<file path="src/design/chi_pkg.sv">
// ----------------------------------------------------------------------------
// chi_pkg
// shared types, codes and constants of the chunk coordinate hash index
// ----------------------------------------------------------------------------
package chi_pkg;

  localparam int unsigned TABLE_ENTRIES_DEF = 2048;
  localparam int unsigned KEY_W             = 64;
  localparam int unsigned ID_W              = 10;
  localparam int unsigned LIVE_W            = 12;

  localparam logic [31:0] HASH_MUL_X = 32'h9E3779B1;
  localparam logic [31:0] HASH_MUL_Z = 32'h85EBCA77;

  localparam logic [1:0] OP_FIND   = 2'd0;
  localparam logic [1:0] OP_INSERT = 2'd1;
  localparam logic [1:0] OP_ERASE  = 2'd2;

  localparam logic [1:0] ST_OK       = 2'd0;
  localparam logic [1:0] ST_NOTFOUND = 2'd1;
  localparam logic [1:0] ST_FULL     = 2'd2;

  localparam logic [1:0] MARK_EMPTY    = 2'd0;
  localparam logic [1:0] MARK_OCCUPIED = 2'd1;
  localparam logic [1:0] MARK_TOMB     = 2'd2;

  typedef struct packed {
    logic [1:0]       mark;
    logic [KEY_W-1:0] key;
    logic [ID_W-1:0]  value;
  } slot_t;

  typedef struct packed {
    logic       in_ready;
    logic       latch_req;
    logic       hash_x;
    logic       hash_z;
    logic       hash_mix;
    logic       mod_step;
    logic       probe_rd;
    logic       probe_adv;
    logic       wr_update;
    logic       wr_place;
    logic       wr_erase;
    logic       idx_clr;
    logic       idx_inc;
    logic       clear_wr;
    logic       copy_rd;
    logic       copy_wr;
    logic       scan_rd;
    logic       counts_clr;
    logic       work_from_req;
    logic       work_from_scr;
    logic       res_load;
    logic       res_hit;
    logic [1:0] res_status;
  } cmd_t;

  typedef struct packed {
    logic [1:0] rd_mark;
    logic       key_eq;
    logic       n_last;
    logic       have_tomb;
    logic       tomb_ge_lim;
    logic       tomb_nz;
    logic       idx_last;
    logic       mod_last;
    logic       scan_occ;
    logic [1:0] req_op;
    logic       out_free;
  } sts_t;

endpackage

</file>
<file path="src/design/chi_ctrl.sv">
// ----------------------------------------------------------------------------
// chi_ctrl
// sequencer for clear sweep, hashing, probing, rehash and response
// ----------------------------------------------------------------------------
module chi_ctrl (
  input  logic          clk_i,
  input  logic          rst_ni,
  input  logic          in_valid_i,
  input  chi_pkg::sts_t sts_i,
  output chi_pkg::cmd_t cmd_o
);

  typedef enum logic [3:0] {
    S_CLEAR, S_IDLE, S_DEC, S_HX, S_HZ, S_MIX, S_MOD, S_RD, S_CHK,
    S_RR, S_RW, S_SRD, S_SCHK, S_DONE
  } state_e;

  state_e     state_q, state_d;
  logic       rehashing_q, rehashing_d;
  logic       retried_q, retried_d;
  logic [1:0] res_status_q, res_status_d;
  logic       res_hit_q, res_hit_d;
  logic       ins, hit, ins_ok, ins_fail, scan_next;

  always_comb begin
    cmd_o        = '0;
    state_d      = state_q;
    rehashing_d  = rehashing_q;
    retried_d    = retried_q;
    res_status_d = res_status_q;
    res_hit_d    = res_hit_q;
    ins          = rehashing_q || sts_i.req_op == chi_pkg::OP_INSERT;
    hit          = sts_i.rd_mark == chi_pkg::MARK_OCCUPIED && sts_i.key_eq;
    ins_ok       = 1'b0;
    ins_fail     = 1'b0;
    scan_next    = 1'b0;
    case (state_q)
      S_CLEAR: begin
        cmd_o.clear_wr = 1'b1;
        if (sts_i.idx_last) begin
          cmd_o.idx_clr = 1'b1;
          state_d       = S_IDLE;
        end
      end
      S_IDLE: begin
        cmd_o.in_ready = 1'b1;
        if (in_valid_i) begin
          cmd_o.latch_req = 1'b1;
          retried_d       = 1'b0;
          state_d         = S_DEC;
        end
      end
      S_DEC: begin
        if (sts_i.req_op == chi_pkg::OP_INSERT && sts_i.tomb_ge_lim) begin
          cmd_o.idx_clr = 1'b1;
          state_d       = S_RR;
        end else begin
          state_d = S_HX;
        end
      end
      S_HX: begin
        cmd_o.hash_x = 1'b1;
        state_d      = S_HZ;
      end
      S_HZ: begin
        cmd_o.hash_z = 1'b1;
        state_d      = S_MIX;
      end
      S_MIX: begin
        cmd_o.hash_mix = 1'b1;
        state_d        = S_MOD;
      end
      S_MOD: begin
        cmd_o.mod_step = 1'b1;
        if (sts_i.mod_last) begin
          state_d = S_RD;
        end
      end
      S_RD: begin
        cmd_o.probe_rd = 1'b1;
        state_d        = S_CHK;
      end
      S_CHK: begin
        if (ins) begin
          if (hit) begin
            cmd_o.wr_update = 1'b1;
            ins_ok          = 1'b1;
          end else if (sts_i.rd_mark == chi_pkg::MARK_EMPTY) begin
            cmd_o.wr_place = 1'b1;
            ins_ok         = 1'b1;
          end else if (sts_i.n_last) begin
            if (sts_i.have_tomb || sts_i.rd_mark == chi_pkg::MARK_TOMB) begin
              cmd_o.wr_place = 1'b1;
              ins_ok         = 1'b1;
            end else begin
              ins_fail = 1'b1;
            end
          end else begin
            cmd_o.probe_adv = 1'b1;
            state_d         = S_RD;
          end
          if (rehashing_q && (ins_ok || ins_fail)) begin
            scan_next = 1'b1;
          end else if (ins_ok) begin
            res_status_d = chi_pkg::ST_OK;
            res_hit_d    = 1'b0;
            state_d      = S_DONE;
          end else if (ins_fail) begin
            if (sts_i.tomb_nz && !retried_q) begin
              retried_d     = 1'b1;
              cmd_o.idx_clr = 1'b1;
              state_d       = S_RR;
            end else begin
              res_status_d = chi_pkg::ST_FULL;
              res_hit_d    = 1'b0;
              state_d      = S_DONE;
            end
          end
        end else begin
          if (hit) begin
            res_status_d = chi_pkg::ST_OK;
            if (sts_i.req_op == chi_pkg::OP_ERASE) begin
              cmd_o.wr_erase = 1'b1;
              res_hit_d      = 1'b0;
            end else begin
              res_hit_d = 1'b1;
            end
            state_d = S_DONE;
          end else if (sts_i.rd_mark == chi_pkg::MARK_EMPTY || sts_i.n_last) begin
            res_status_d = chi_pkg::ST_NOTFOUND;
            res_hit_d    = 1'b0;
            state_d      = S_DONE;
          end else begin
            cmd_o.probe_adv = 1'b1;
            state_d         = S_RD;
          end
        end
      end
      S_RR: begin
        cmd_o.copy_rd = 1'b1;
        state_d       = S_RW;
      end
      S_RW: begin
        cmd_o.copy_wr = 1'b1;
        if (sts_i.idx_last) begin
          cmd_o.counts_clr = 1'b1;
          cmd_o.idx_clr    = 1'b1;
          state_d          = S_SRD;
        end else begin
          state_d = S_RR;
        end
      end
      S_SRD: begin
        cmd_o.scan_rd = 1'b1;
        state_d       = S_SCHK;
      end
      S_SCHK: begin
        if (sts_i.scan_occ) begin
          cmd_o.work_from_scr = 1'b1;
          rehashing_d         = 1'b1;
          state_d             = S_HX;
        end else begin
          scan_next = 1'b1;
        end
      end
      S_DONE: begin
        if (sts_i.out_free) begin
          cmd_o.res_load   = 1'b1;
          cmd_o.res_status = res_status_q;
          cmd_o.res_hit    = res_hit_q;
          state_d          = S_IDLE;
        end
      end
      default: begin
        state_d = S_IDLE;
      end
    endcase
    if (scan_next) begin
      if (sts_i.idx_last) begin
        rehashing_d         = 1'b0;
        cmd_o.work_from_req = 1'b1;
        state_d             = S_HX;
      end else begin
        cmd_o.idx_inc = 1'b1;
        state_d       = S_SRD;
      end
    end
  end

  always_ff @(posedge clk_i or negedge rst_ni) begin
    if (!rst_ni) begin
      state_q      <= S_CLEAR;
      rehashing_q  <= 1'b0;
      retried_q    <= 1'b0;
      res_status_q <= chi_pkg::ST_OK;
      res_hit_q    <= 1'b0;
    end else begin
      state_q      <= state_d;
      rehashing_q  <= rehashing_d;
      retried_q    <= retried_d;
      res_status_q <= res_status_d;
      res_hit_q    <= res_hit_d;
    end
  end

endmodule

</file>
<file path="config.mk">
export PLATFORM = sky130hd
export DESIGN_NAME = chi_ctrl
export DESIGN_NICKNAME = d
export VERILOG_FILES = /design/src/design/chi_pkg.sv /design/src/design/chi_ctrl.sv
export SDC_FILE = /design/constraint.sdc
export NUM_CORES = 1
export LEC_CHECK = 0
export ABC_AREA = 1
export BUFFER_PORTS_ARGS = -buffer_cell sky130_fd_sc_hd__buf_2
export CORE_MARGIN = 2
export CORE_UTILIZATION = 52
export CTS_BUF_LIST = sky130_fd_sc_hd__clkbuf_4
export CTS_CLUSTER_DIAMETER = 200
export CTS_CLUSTER_SIZE = 24
export DETAILED_ROUTE_END_ITERATION = 7
export GPL_ROUTABILITY_DRIVEN = 0
export PLACE_DENSITY = 0.92
export SLEW_MARGIN = 20
export SYNTH_ARGS = -nofsm -noshare
export SYNTH_HDL_FRONTEND = slang
export SYNTH_SLANG_ARGS = --single-unit
</file>
<file path="constraint.sdc">
create_clock -name clk_i -period 2.25 [get_ports clk_i]
set_input_delay 0.45 -clock clk_i [delete_from_list [all_inputs] [get_ports clk_i]]
set_output_delay 0.45 -clock clk_i [all_outputs]
set_load 0.05 [all_outputs]
</file>
==> flow_summary.json <==
{
  "status": "completed",
  "overflow": 0,
  "yosysSeqAreaShare_pct": 24.7,
  "htree_num_levels": 1,
  "wl_mm": 2.60,
  "cts_buffers": 3,
  "crit_type": "register to output port",
  "nFillCells": 142,
  "first_pass_iters": 4,
  "r2r-start": "state_q[2]",
  "vdd_drop_max_mv": 0.713,
  "timing.critical_path.fanout_max": 7,
  "fin_worst_skew_ps": 11.4,
  "viasPerCell": 5.41,
  "r2r_end": "state_q[1]",
  "row_count": 15,
  "antennaDiodeCount": 0,
  "antenna_found_initial": 0,
  "die_w_um": 45.9,
  "cts_hold_buf": 0,
  "die-area_um2": 2100,
  "critPathCapture": "cmd_o[5]",
  "ys_top_cells_by_area": "dfrtp_1, nand2_1, nor2_1, inv_1, nand3_1",
  "drive_above_1_share_pct": 33.0,
  "gr-usage-all-layers_pct": 27.1,
  "fin_area_um2": 1200,
  "ys.warnings.count": 0,
  "grt_pass1_vias": 1030,
  "endpoint_kind": "output port",
  "fin_setup_tns_ps": 0,
  "layout_common_cells": "nand2_1, buf_2, inv_1, nor2_1, nand3_1",
  "fmax_mhz": 465,
  "synthesis.instances": 156,
  "grt_max_degree": 10,
  "cts_root_buf": "clkbuf_4",
  "core_region_area_um2": 1690,
  "rsz0062_at_grt": "yes",
  "critPathTopFamily": "simple AND/OR/NAND/NOR gates",
  "p_leak_uw": 0.000750,
  "syn_area_per_cell_um2": 5.85,
  "final_util_pct": 70.9,
  "fin_crit_sh_pct": 95.6,
  "synth_area_um2": 912,
  "wl_per_cell_um": 12.0,
  "synth_top_area_share_pct": 24.7,
  "r2r.worst_path.cells": 8,
  "final_nets": 217,
  "placed_area_um2": 1150,
  "ios": 40,
  "rrSetupSlack_ps": 780,
  "pre_cts_ws_ps": 255,
  "cp.depth": 8,
  "min_path_type": "input port to async pin",
  "grt_pass1_wl_mm": 4.13,
  "cp_slowest_cell": "dfrtp_1",
  "worstSetupStartpoint": "state_q[1]",
  "io_buffers": 39,
  "vias": 1173,
  "die_h_um": 45.9,
  "path_buf_inv": 3,
  "cts_buffer_depth": 2,
  "synth_nets": 172,
  "synth.distinct_cells": 22,
  "min_period_ps": 2150,
  "arrival_ps": 1700,
  "dp_hpwl_mm": 2.03,
  "powerDensity_nw_per_um2": 1160,
  "slowest_delay_ps": 440,
  "start_util_pct": 54.0,
  "drt_iter0_markers": 40,
  "layout_setup_ws_ps": 98.3,
  "required_ps": 1800,
  "antenna_left": 0,
  "synth_seq_cells": 9,
  "cap_violations": 0,
  "cts_sinks": 9,
  "tightest_slew_ps": 280,
  "clk_pin_slew_ps": 80,
  "setup_violations": 0,
  "cp-start-kind": "register",
  "final_common_cell": "nand2_1",
  "hold_viol": 0,
  "relSlewSlack_pct": 81.2,
  "postCtsSetupRepairBufs": 0,
  "layout-area-overhead-vs-synth_pct": 31.3,
  "cts_tree": "built",
  "slew_viol_final": 0,
  "route.detailed.drc": 0,
  "synth_top_area_cell": "dfrtp_1",
  "path_cells": "nor2_4, inv_4, nor2_8, nand3_2, nand2_1, inv_1, nor2_2, buf_6",
  "clk_latency_ps": 280
}
[where the power goes]
group | internal [uW] | switching, uW
Clock | 80.8 | 70.4
Combinational | 246 | 684
Sequential | 228 | 76.7
[timing repair]
item / in CTS / in global routing
endpoints found under the setup margin: 0 / 4
hold endpoints to repair: 0 / 0
resized for setup: 0 / 7
[state kept, by name, summed over array words and instances, names as in the netlist]
name          cells
retried_q         1
rehashing_q       1
res_hit_q         1
res_status_q      2
state_q           4
[synthesized netlist by cell type (all sizes together)]
| cell type | number |
|---|---|
| nand2 | 45 |
| inv | 31 |
| nand4 | 3 |
| dfrtp | 9 |
| nor3b | 1 |
| nand3 | 15 |
| nor3 | 3 |
| nor2 | 34 |
| o21ai | 6 |
| a21oi | 8 |
| o22ai | 1 |
[worst reg2reg max path: stages, from the launching register on]
cell and delay, ps:
dfrtp_2 450, inv_2 100, nand2_1 150, nor2_2 180, nand2_1 120, nand4_2 140, nor2_1 60, nand2_1 60
nand3_1 70
[layer usage]
metal	part of all wire (%)	vias to the layer above	wire, um	GRT usage (%)
met1	39	530	1020	30.2
met3	7.7	13	201	7.14
met4	3.5	0	92	13.7
li1	-	572	-	-
met2	49	58	1280	46.7
met5	0	-	0	0
[cell type report]
class / instances / area, um^2 / area share (%)
multi-input combinational: 116 / 589 / 49.2
sequential: 9 / 226 / 18.9
timing repair buffer: 40 / 211 / 17.7
inverter: 31 / 119 / 9.93
clock buffer: 4 / 30.0 / 2.51
tap: 17 / 21.3 / 1.78
[kinds of logic (layout without fill, tap and decap cells)]
family	Yosys count	in the layout	share of synthesized area, %
AO/OA/AOI/OAI	15	15	9.60
buffers and inverters	31	75	13.0
flip-flops	9	9	24.7
AND/OR/NAND/NOR	101	101	52.7
[how the worst min path moves through the flow]
stage            from  cells after the start               to
5_1_grt        rst_ni                      1  res_status_q[0]
2_1_floorplan  rst_ni                      0      rehashing_q
3_5_place_dp   rst_ni                      1  res_status_q[0]
4_1_cts        rst_ni                      1      rehashing_q
3_3_place_gp   rst_ni                      1  res_status_q[0]
6_report       rst_ni                      1  res_status_q[0]
[stage by stage]
step                      total power (uW)  instances  hold WS (ps)
after floorplan                       1020        156           154
after global placement                1190        213           310
after detailed placement              1210        213           323
after CTS                             1370        217          31.3
after global routing                  1490        217          15.5
final                                 1390        217          14.4
Note: power is estimated with default switching activity, not from simulation.
